[src/design/twsm_pkg.sv]
// Shared types and constants for the three-wire serial master.
// Holds configuration, item structs, phase codes and command codes.
// No dependencies.
`timescale 1ns / 1ps

package twsm_pkg;

    // Configuration register indexes (byte address 4*index)
    localparam logic [1:0] REG_HALF_PERIOD  = 2'd0;
    localparam logic [1:0] REG_SAMPLE_DELAY = 2'd1;
    localparam logic [1:0] REG_TURNAROUND   = 2'd2;
    localparam logic [1:0] REG_RECOVERY     = 2'd3;

    localparam logic [7:0] HALF_PERIOD_RST  = 8'd2;
    localparam logic [7:0] SAMPLE_DELAY_RST = 8'd1;
    localparam logic [7:0] TURNAROUND_RST   = 8'd10;
    localparam logic [7:0] RECOVERY_RST     = 8'd20;

    // Commands
    localparam logic [1:0] FUNC_TICK   = 2'd0;
    localparam logic [1:0] FUNC_READ   = 2'd1;
    localparam logic [1:0] FUNC_WRITE  = 2'd2;
    localparam logic [1:0] FUNC_MOTION = 2'd3;

    // Write flag in the address byte, and the motion register addresses
    localparam logic [7:0] ADDR_WRITE_FLAG = 8'h80;
    localparam logic [7:0] ADDR_MOTION_XL  = 8'h03;
    localparam logic [1:0] MOTION_LAST     = 2'd2;

    // Phases
    localparam logic [3:0] P_IDLE  = 4'd0;
    localparam logic [3:0] P_ALOW  = 4'd1;
    localparam logic [3:0] P_AHIGH = 4'd2;
    localparam logic [3:0] P_TURN  = 4'd3;
    localparam logic [3:0] P_RLOW  = 4'd4;
    localparam logic [3:0] P_RHIGH = 4'd5;
    localparam logic [3:0] P_RECOV = 4'd6;
    localparam logic [3:0] P_WLOW  = 4'd7;
    localparam logic [3:0] P_WHIGH = 4'd8;

    typedef struct packed {
        logic [7:0] recovery;
        logic [7:0] turnaround;
        logic [7:0] sample_delay;
        logic [7:0] half_period;
    } cfg_t;

    // Last field in the lowest bits
    typedef struct packed {
        logic       sdio_in;
        logic [7:0] wdata;
        logic [6:0] reg_addr;
        logic [1:0] func;
    } in_item_t;

    typedef struct packed {
        logic signed [11:0] delta_y;
        logic signed [11:0] delta_x;
        logic [7:0]         read_data;
        logic               done_res;
        logic               busy_res;
        logic               sdio_oe;
        logic               sdio_out;
        logic               sclk;
    } out_item_t;

    localparam int IN_BITS  = $bits(in_item_t);
    localparam int OUT_BITS = $bits(out_item_t);

endpackage

[src/design/twsm_cfg.sv]
// APB-style configuration registers of the three-wire serial master.
// Depends on twsm_pkg.
`timescale 1ns / 1ps

module twsm_cfg
    import twsm_pkg::*;
(
    input  logic        clk,
    input  logic        rst_n,
    input  logic        psel,
    input  logic        penable,
    input  logic        pwrite,
    input  logic [3:0]  paddr,
    input  logic [31:0] pwdata,
    output logic [31:0] prdata,
    output logic        pready,
    output cfg_t        cfg
);

    cfg_t cfg_reg;
    logic wr_en;
    logic [7:0] rd_val;

    assign pready = 1'b1;
    assign wr_en  = psel && penable && pwrite;
    assign cfg    = cfg_reg;

    always_ff @(posedge clk or negedge rst_n)
    begin
        if (!rst_n)
        begin
            cfg_reg.half_period  <= HALF_PERIOD_RST;
            cfg_reg.sample_delay <= SAMPLE_DELAY_RST;
            cfg_reg.turnaround   <= TURNAROUND_RST;
            cfg_reg.recovery     <= RECOVERY_RST;
        end
        else if (wr_en)
        begin
            unique case (paddr[3:2])
                REG_HALF_PERIOD:  cfg_reg.half_period  <= pwdata[7:0];
                REG_SAMPLE_DELAY: cfg_reg.sample_delay <= pwdata[7:0];
                REG_TURNAROUND:   cfg_reg.turnaround   <= pwdata[7:0];
                default:          cfg_reg.recovery     <= pwdata[7:0];
            endcase
        end
    end

    always_comb
    begin
        unique case (paddr[3:2])
            REG_HALF_PERIOD:  rd_val = cfg_reg.half_period;
            REG_SAMPLE_DELAY: rd_val = cfg_reg.sample_delay;
            REG_TURNAROUND:   rd_val = cfg_reg.turnaround;
            default:          rd_val = cfg_reg.recovery;
        endcase
    end

    assign prdata = {24'd0, rd_val};

endmodule

[src/design/twsm_core.sv]
// Sequencer state and one-tick next-state logic of the three-wire serial master.
// Depends on twsm_pkg.
`timescale 1ns / 1ps

module twsm_core
    import twsm_pkg::*;
#(
    parameter int WORD_BITS = 8
)
(
    input  logic      clk,
    input  logic      rst_n,
    input  cfg_t      cfg,
    input  logic      step_en,
    input  in_item_t  item,
    output out_item_t res
);

    localparam int BIW = $clog2(WORD_BITS);
    localparam logic [BIW-1:0] BI_TOP = BIW'(WORD_BITS - 1);

    logic [3:0]           phase_reg, phase_next;
    logic [1:0]           command_reg, command_next;
    logic [BIW-1:0]       bit_index_reg, bit_index_next;
    logic [7:0]           tick_count_reg, tick_count_next;
    logic [WORD_BITS-1:0] shift_reg, shift_next;
    logic [7:0]           addr_reg, addr_next;
    logic [1:0]           motion_index_reg, motion_index_next;
    logic [7:0]           x_low_reg, x_low_next;
    logic [7:0]           y_low_reg, y_low_next;
    logic [7:0]           read_hold_reg, read_hold_next;
    logic [11:0]          x_hold_reg, x_hold_next;
    logic [11:0]          y_hold_reg, y_hold_next;

    logic [7:0]           hp;
    logic [7:0]           sd;
    logic [WORD_BITS-1:0] addr_word;
    logic [8:0]           tick_inc;
    logic [7:0]           limit;
    logic                 end_rec;
    logic                 done;
    logic                 sclk, dout, oe, busy;
    logic [7:0]           rx_byte;

    assign hp = (cfg.half_period == 8'd0) ? 8'd1 : cfg.half_period;
    assign sd = (cfg.sample_delay >= hp) ? hp - 8'd1 : cfg.sample_delay;

    always_comb
    begin
        phase_next        = phase_reg;
        command_next      = command_reg;
        bit_index_next    = bit_index_reg;
        tick_count_next   = tick_count_reg;
        shift_next        = shift_reg;
        addr_next         = addr_reg;
        motion_index_next = motion_index_reg;
        x_low_next        = x_low_reg;
        y_low_next        = y_low_reg;
        read_hold_next    = read_hold_reg;
        x_hold_next       = x_hold_reg;
        y_hold_next       = y_hold_reg;
        end_rec           = 1'b0;
        done              = 1'b0;
        sclk              = 1'b1;
        dout              = 1'b0;
        oe                = 1'b1;
        busy              = 1'b1;
        limit             = hp;
        rx_byte           = 8'd0;

        // Start a command only from idle
        if (phase_reg == P_IDLE && item.func != FUNC_TICK)
        begin
            command_next    = item.func;
            bit_index_next  = BI_TOP;
            tick_count_next = 8'd0;
            phase_next      = P_ALOW;
            case (item.func)
                FUNC_READ:  addr_next = {1'b0, item.reg_addr};
                FUNC_WRITE:
                begin
                    shift_next = WORD_BITS'(item.wdata);
                    addr_next  = {1'b0, item.reg_addr} | ADDR_WRITE_FLAG;
                end
                default:
                begin
                    motion_index_next = 2'd0;
                    addr_next         = ADDR_MOTION_XL;
                end
            endcase
        end

        addr_word = WORD_BITS'(addr_next);

        unique case (phase_next)
            P_IDLE:  busy = 1'b0;
            P_ALOW:
            begin
                sclk = 1'b0;
                dout = addr_word[bit_index_next];
            end
            P_AHIGH: dout = addr_word[bit_index_next];
            P_TURN:  oe = 1'b0;
            P_RLOW:
            begin
                sclk = 1'b0;
                oe   = 1'b0;
            end
            P_RHIGH: oe = 1'b0;
            P_RECOV: ;
            P_WLOW:
            begin
                sclk = 1'b0;
                dout = shift_next[bit_index_next];
            end
            default: dout = shift_next[bit_index_next];
        endcase

        if (phase_next == P_RHIGH && tick_count_next == sd)
            shift_next[bit_index_next] = item.sdio_in;

        if (phase_next == P_TURN)
            limit = cfg.turnaround;
        else if (phase_next == P_RECOV)
            limit = cfg.recovery;

        tick_inc = {1'b0, tick_count_next} + 9'd1;

        if (phase_next != P_IDLE)
        begin
            if (tick_inc < {1'b0, limit})
                tick_count_next = tick_inc[7:0];
            else
            begin
                tick_count_next = 8'd0;
                unique case (phase_next)
                    P_ALOW:  phase_next = P_AHIGH;
                    P_RLOW:  phase_next = P_RHIGH;
                    P_WLOW:  phase_next = P_WHIGH;
                    P_TURN:  phase_next = P_RLOW;
                    P_RECOV: end_rec = 1'b1;
                    P_AHIGH:
                    begin
                        if (bit_index_next != '0)
                        begin
                            bit_index_next = bit_index_next - 1'b1;
                            phase_next     = P_ALOW;
                        end
                        else
                        begin
                            bit_index_next = BI_TOP;
                            if (command_next == FUNC_WRITE)
                                phase_next = P_WLOW;
                            else
                            begin
                                shift_next = '0;
                                phase_next = (cfg.turnaround == 8'd0) ? P_RLOW : P_TURN;
                            end
                        end
                    end
                    P_RHIGH:
                    begin
                        if (bit_index_next != '0)
                        begin
                            bit_index_next = bit_index_next - 1'b1;
                            phase_next     = P_RLOW;
                        end
                        else
                        begin
                            bit_index_next = BI_TOP;
                            rx_byte        = shift_next[7:0];
                            read_hold_next = rx_byte;
                            if (command_next == FUNC_MOTION)
                            begin
                                if (motion_index_next == 2'd0)
                                    x_low_next = rx_byte;
                                else if (motion_index_next == 2'd1)
                                    y_low_next = rx_byte;
                                else
                                begin
                                    x_hold_next = {rx_byte[7:4], x_low_next};
                                    y_hold_next = {rx_byte[3:0], y_low_next};
                                end
                            end
                            if (cfg.recovery == 8'd0)
                                end_rec = 1'b1;
                            else
                                phase_next = P_RECOV;
                        end
                    end
                    default:
                    begin
                        if (bit_index_next != '0)
                        begin
                            bit_index_next = bit_index_next - 1'b1;
                            phase_next     = P_WLOW;
                        end
                        else
                        begin
                            bit_index_next = BI_TOP;
                            phase_next     = P_IDLE;
                            done           = 1'b1;
                        end
                    end
                endcase
            end
        end

        // End of recovery: chain the next motion word or finish
        if (end_rec)
        begin
            if (command_next == FUNC_MOTION && motion_index_next < MOTION_LAST)
            begin
                motion_index_next = motion_index_next + 2'd1;
                addr_next         = ADDR_MOTION_XL + {6'd0, motion_index_next};
                bit_index_next    = BI_TOP;
                tick_count_next   = 8'd0;
                phase_next        = P_ALOW;
            end
            else
            begin
                phase_next      = P_IDLE;
                tick_count_next = 8'd0;
                done            = 1'b1;
            end
        end
    end

    always_ff @(posedge clk or negedge rst_n)
    begin
        if (!rst_n)
        begin
            phase_reg        <= P_IDLE;
            command_reg      <= FUNC_TICK;
            bit_index_reg    <= BI_TOP;
            tick_count_reg   <= 8'd0;
            shift_reg        <= '0;
            addr_reg         <= 8'd0;
            motion_index_reg <= 2'd0;
            x_low_reg        <= 8'd0;
            y_low_reg        <= 8'd0;
            read_hold_reg    <= 8'd0;
            x_hold_reg       <= 12'd0;
            y_hold_reg       <= 12'd0;
        end
        else if (step_en)
        begin
            phase_reg        <= phase_next;
            command_reg      <= command_next;
            bit_index_reg    <= bit_index_next;
            tick_count_reg   <= tick_count_next;
            shift_reg        <= shift_next;
            addr_reg         <= addr_next;
            motion_index_reg <= motion_index_next;
            x_low_reg        <= x_low_next;
            y_low_reg        <= y_low_next;
            read_hold_reg    <= read_hold_next;
            x_hold_reg       <= x_hold_next;
            y_hold_reg       <= y_hold_next;
        end
    end

    always_comb
    begin
        res.sclk      = sclk;
        res.sdio_out  = dout;
        res.sdio_oe   = oe;
        res.busy_res  = busy;
        res.done_res  = done;
        res.read_data = read_hold_next;
        res.delta_x   = x_hold_next;
        res.delta_y   = y_hold_next;
    end

endmodule

[src/design/three_wire_serial_master_motion.sv]
// Top level of the three-wire serial master with motion read.
// Depends on twsm_pkg, twsm_cfg and twsm_core.
`timescale 1ns / 1ps

// Three-wire half-duplex serial master stepped by one item per tick. Each
// accepted input item is one timing tick: it may start a read, a write or a
// motion read (registers 0x03..0x05 combined into two signed 12-bit deltas),
// and yields exactly one result item with the line levels of that tick and
// the latest read data. The block takes one item per clock as long as the
// result side keeps taking items: an input register feeds the one-tick
// sequencer logic, whose result lands in an output register. Commands that
// arrive while a transfer is running are ignored. Timing registers are
// written over the APB-style port at byte addresses 0x0 (half_period), 0x4
// (sample_delay), 0x8 (turnaround) and 0xC (recovery); write them only while
// the block is idle.
module three_wire_serial_master_motion
    import twsm_pkg::*;
#(
    parameter int WORD_BITS = 8
)
(
    input  logic        clk,
    input  logic        rst_n,
    input  logic        psel,
    input  logic        penable,
    input  logic        pwrite,
    input  logic [3:0]  paddr,
    input  logic [31:0] pwdata,
    output logic [31:0] prdata,
    output logic        pready,
    input  logic        s_tvalid,
    output logic        s_tready,
    // func[1:0], reg_addr[8:2], wdata[16:9], sdio_in[17], zero pad [23:18]
    input  logic [23:0] s_tdata,
    output logic        m_tvalid,
    input  logic        m_tready,
    // sclk[0], sdio_out[1], sdio_oe[2], busy_res[3], done_res[4],
    // read_data[12:5], delta_x[24:13], delta_y[36:25], zero pad [39:37]
    output logic [39:0] m_tdata
);

    cfg_t      cfg;
    in_item_t  in_reg;
    logic      in_valid_reg;
    out_item_t out_reg;
    logic      out_valid_reg;
    out_item_t step_res;
    logic      step_en;
    logic      s_acc;

    twsm_cfg u_cfg (
        .clk     (clk),
        .rst_n   (rst_n),
        .psel    (psel),
        .penable (penable),
        .pwrite  (pwrite),
        .paddr   (paddr),
        .pwdata  (pwdata),
        .prdata  (prdata),
        .pready  (pready),
        .cfg     (cfg)
    );

    // Advance the sequencer whenever an item waits and the result slot frees up
    assign step_en  = in_valid_reg && (!out_valid_reg || m_tready);
    assign s_tready = !in_valid_reg || step_en;
    assign s_acc    = s_tvalid && s_tready;

    twsm_core #(
        .WORD_BITS (WORD_BITS)
    ) u_core (
        .clk     (clk),
        .rst_n   (rst_n),
        .cfg     (cfg),
        .step_en (step_en),
        .item    (in_reg),
        .res     (step_res)
    );

    // Hold the input item until the sequencer consumes it
    always_ff @(posedge clk or negedge rst_n)
    begin
        if (!rst_n)
            in_valid_reg <= 1'b0;
        else if (s_acc)
            in_valid_reg <= 1'b1;
        else if (step_en)
            in_valid_reg <= 1'b0;
    end

    always_ff @(posedge clk)
    begin
        if (s_acc)
            in_reg <= in_item_t'(s_tdata[IN_BITS-1:0]);
    end

    // Result register: load on each step, drop once taken
    always_ff @(posedge clk or negedge rst_n)
    begin
        if (!rst_n)
            out_valid_reg <= 1'b0;
        else if (step_en)
            out_valid_reg <= 1'b1;
        else if (m_tready)
            out_valid_reg <= 1'b0;
    end

    always_ff @(posedge clk)
    begin
        if (step_en)
            out_reg <= step_res;
    end

    assign m_tvalid = out_valid_reg;
    assign m_tdata  = {(40 - OUT_BITS)'(0), out_reg};

endmodule

[config.mk]
export PLATFORM = sky130hd
export DESIGN_NAME = three_wire_serial_master_motion
export DESIGN_NICKNAME = d
export VERILOG_FILES = /design/src/design/twsm_pkg.sv /design/src/design/twsm_cfg.sv /design/src/design/twsm_core.sv /design/src/design/three_wire_serial_master_motion.sv
export SDC_FILE = /design/constraint.sdc
export NUM_CORES = 1
export LEC_CHECK = 0
export ABC_AREA = 1
export BUFFER_PORTS_ARGS = -buffer_cell sky130_fd_sc_hd__buf_2
export CAP_MARGIN = 25
export CELL_PAD_IN_SITES_DETAIL_PLACEMENT = 1
export CELL_PAD_IN_SITES_GLOBAL_PLACEMENT = 1
export CORE_ASPECT_RATIO = 0.7
export CORE_UTILIZATION = 43
export DETAILED_ROUTE_END_ITERATION = 6
export GPL_ROUTABILITY_DRIVEN = 0
export HOLD_SLACK_MARGIN = 0.02
export PLACE_DENSITY_LB_ADDON = 0.1
export SYNTH_ARGS = -nofsm -noshare
export SYNTH_HDL_FRONTEND = slang
export SYNTH_SLANG_ARGS = --single-unit
[constraint.sdc]
create_clock -name clk -period 5.13 [get_ports clk]
set_input_delay 0.2565 -clock clk [delete_from_list [all_inputs] [get_ports clk]]
set_output_delay 0.2565 -clock clk [all_outputs]
set_load 0.1 [all_outputs]
==> flow_summary.ini <==
[outcome]
status = finished clean

[timing]
setup_violations = 0
hold_viol_final = 0
whs_ps = 62.3
finalSetupTns_ps = 0
post-route-period-util_pct = 86.1
maxSlewViolCount = 0
fin_crit_ps = 4420
slew_headroom_pct = 45.0
clock_skew_ps = 12.3
worst_pin_slew_ps = 824
rsz0062_at_grt = false
fmax_ghz = 0.226

[detailed_routing]
vias = 8610
dr.pass1.iters = 5
drt_iter0_drc = 593
wl_um = 28900
final_antenna_net_count = 0
vias_per_cell = 5.36
drc = 0
wire_per_inst_um = 18.0

[synthesis]
synthFlopType = dfrtp_1
synth_top_family_by_area = simple AND/OR/NAND/NOR gates
yosys_warnings = 0
synthAdderAreaFrac_pct = 3.22
ys_ff_latch = 172
synth_top_cell_area_share_pct = 27.8
synth_compound_area_share_pct = 10.0
synthesis.area_um2 = 9720
synth_xor_area_share_pct = 0.901
ys_top_cells_by_area = dfrtp_1, edfxtp_1, nand2_1, nand3_1, o21ai_0
yosys.area.top_type = dfrtp_1
synthCells = 1222
synthMuxAreaShare_pct = 0.348
syn_area_per_cell_um2 = 7.95
synthArstFlopShare_pct = 68.0
seq_area_frac_synth_pct = 47.3
ys_types = 52
yosys.area_share.simple_pct = 29.2
synth_edf_count = 55

[cells_and_area]
drive_gt1_share_pct = 13.5
largest_register_ffs = 37
diodes = 0
final_common_cell = nand2_1
finish.utilization_pct = 50.4
syn_to_final_growth_pct = 13.6
postLayoutCellArea_um2 = 11000
final_nets = 1402
mostFrequentLayoutCells = nand2_1, inv_1, dfrtp_1, nand3_1, o21ai_0

[worst_setup_path]
slowest_stage = edfxtp_1
timing.critical_path.buf_inv = 4
cp_max_fo = 25
crit_type = flip-flop to flip-flop
crit_arrival_ps = 4600
path_cells = inv_1 -> ha_1 -> nor2_2 -> nand2_8 -> nand2_1 -> nor3_1 -> nand2_1 -> nor2_1 -> nand3_1 -> xor2_1 -> inv_1 -> ha_1 -> inv_1 -> o211ai_1 -> nor2_4 -> nand2_8 -> nand2_8 -> nor2_8 -> inv_2 -> nand2_1 -> nand2_1
critical-path-top-delay-family = simple AND/OR/NAND/NOR gates
worst_setup_path_start_kind = flip-flop
cp-end-kind = flip-flop
slowest_delay_ps = 390
cp.required_ps = 5310
cpMostUsedCell = nand2_1

[place]
post_dp_cell_area_um2 = 10200
hpwl_um = 21200
port_buffers = 81

[floorplanning]
ios = 142
rows = 45
die_h_um = 128
core-area_um2 = 21900
dieArea_um2 = 23200
die_w_um = 182
initial_core_util_pct = 44.4

[global_route]
grt_pass1_wl_um = 46600
grt_max_degree = 68
antenna_found_initial = 0
grt_pass1_vias = 8472
grt_usage_pct = 26.3
grt_overflow = 0

[clock_tree]
cts-root-buf = clkbuf_16
ctsResizeCount = 0
clk_path_buf_depth = 2
htreeDepth = 4
clock_latency_ps = 440
holdBufCountCts = 19
postCtsSetupBuffers = 0
clock-sinks = 172
clk_pin_slew_worst_paths_ps = 70
numCtsBuffers = 17
cts_tree = done

[pwr]
leakage_nw = 5.63
power.density_nw_per_um2 = 547
vdd_ir_drop_max_v = 0.000311

[hold_path]
hp-class = input pin to flip-flop

[flow_run]
maxCapViolCount = 0
-- cell usage after synthesis (5+ instances only) --
cell type	instances
buf_4	28
a221oi_1	5
inv_1	110
o21ai_1	11
dfrtp_1	108
nand3_1	103
clkbuf_1	20
clkinv_1	5
edfxtp_1	55
nand2_1	412
and2_1	16
o211ai_1	7
buf_6	5
nand4_1	8
inv_2	15
nor2_1	65
xor2_1	8
a21oi_1	18
nand2_2	8
ha_1	25
o21ai_0	95
o22ai_1	16
buf_2	9
dfstp_2	9
or2_2	8
-- worst paths after layout --
kind	from	to	slack, ps	cells past startpoint
max reg2reg	in_reg[0]	m_tdata[29]	710	21
max	in_reg[0]	m_tdata[29]	710	21
min	s_tvalid	in_valid_reg	60	3
min in group asynchronous	rst_n	u_cfg.cfg[15]	310	2
min reg2reg	u_core.y_hold_reg[3]	u_core.y_hold_reg[3]	480	2
max in group asynchronous	rst_n	u_core.y_hold_reg[1]	3840	3
-- cell families (layout without fill, tap and decap cells) --
group	after synthesis	count (layout)
AOI/OAI and AO/OA	171	171
xor gates and xnor gates	10	10
buffers and inverters	192	267
muxes	3	3
adders and majority gates	25	25
and+or+nand+nor	647	647
other	2	28
DFF	172	172
-- where the power goes --
part | internal, mW | leakage, nW | switching, mW
registers | 1.68 | 2.03 | 0.181
clock network | 0.828 | 0.296 | 0.554
logic | 0.716 | 3.30 | 2.08
total | 3.22 | 5.63 | 2.81
-- worst reg2reg max path: stages, from the launching register on --
cell and delay [ps]:
edfxtp_1 390, inv_1 120, ha_1 210, nor2_2 80
nand2_8 180, nand2_1 220, nor3_1 280, nand2_1 140
nor2_1 240, nand3_1 130, xor2_1 190, inv_1 130
ha_1 340, inv_1 40, o211ai_1 280, nor2_4 90
nand2_8 150, nand2_8 90, nor2_8 310, inv_2 310
nand2_1 150, nand2_1 90
-- layout make-up --
cell class | instances | area [µm²]
clock buffer | 21 | 450
clock inverter | 11 | 166
fill | 2663 | 10900
inverter | 130 | 489
multi-input combinational | 884 | 4350
sequential | 172 | 4590
tap | 282 | 353
timing repair buffer | 105 | 636
-- routing by layer --
metal	GRT usage (%)	wire length, µm	up-vias
met1	41.1	15100	4253
met4	5.28	204	0
li1	-	-	4116
met2	37.1	11800	229
met3	5.48	1780	12
met5	0	0	-
-- metrics by stage --
| step | setup slack (ps) | power [mW] | cells |
|---|---|---|---|
| floorplan | 1660 | 3.97 | 1248 |
| CTS | 663 | 6.04 | 1605 |
| global route | 259 | 6.42 | 1605 |
| detailed placement | 717 | 4.62 | 1554 |
| global placement | 850 | 4.54 | 1554 |
| finish | 711 | 6.03 | 1605 |
No activity file was read; power rests on OpenSTA's default activity.
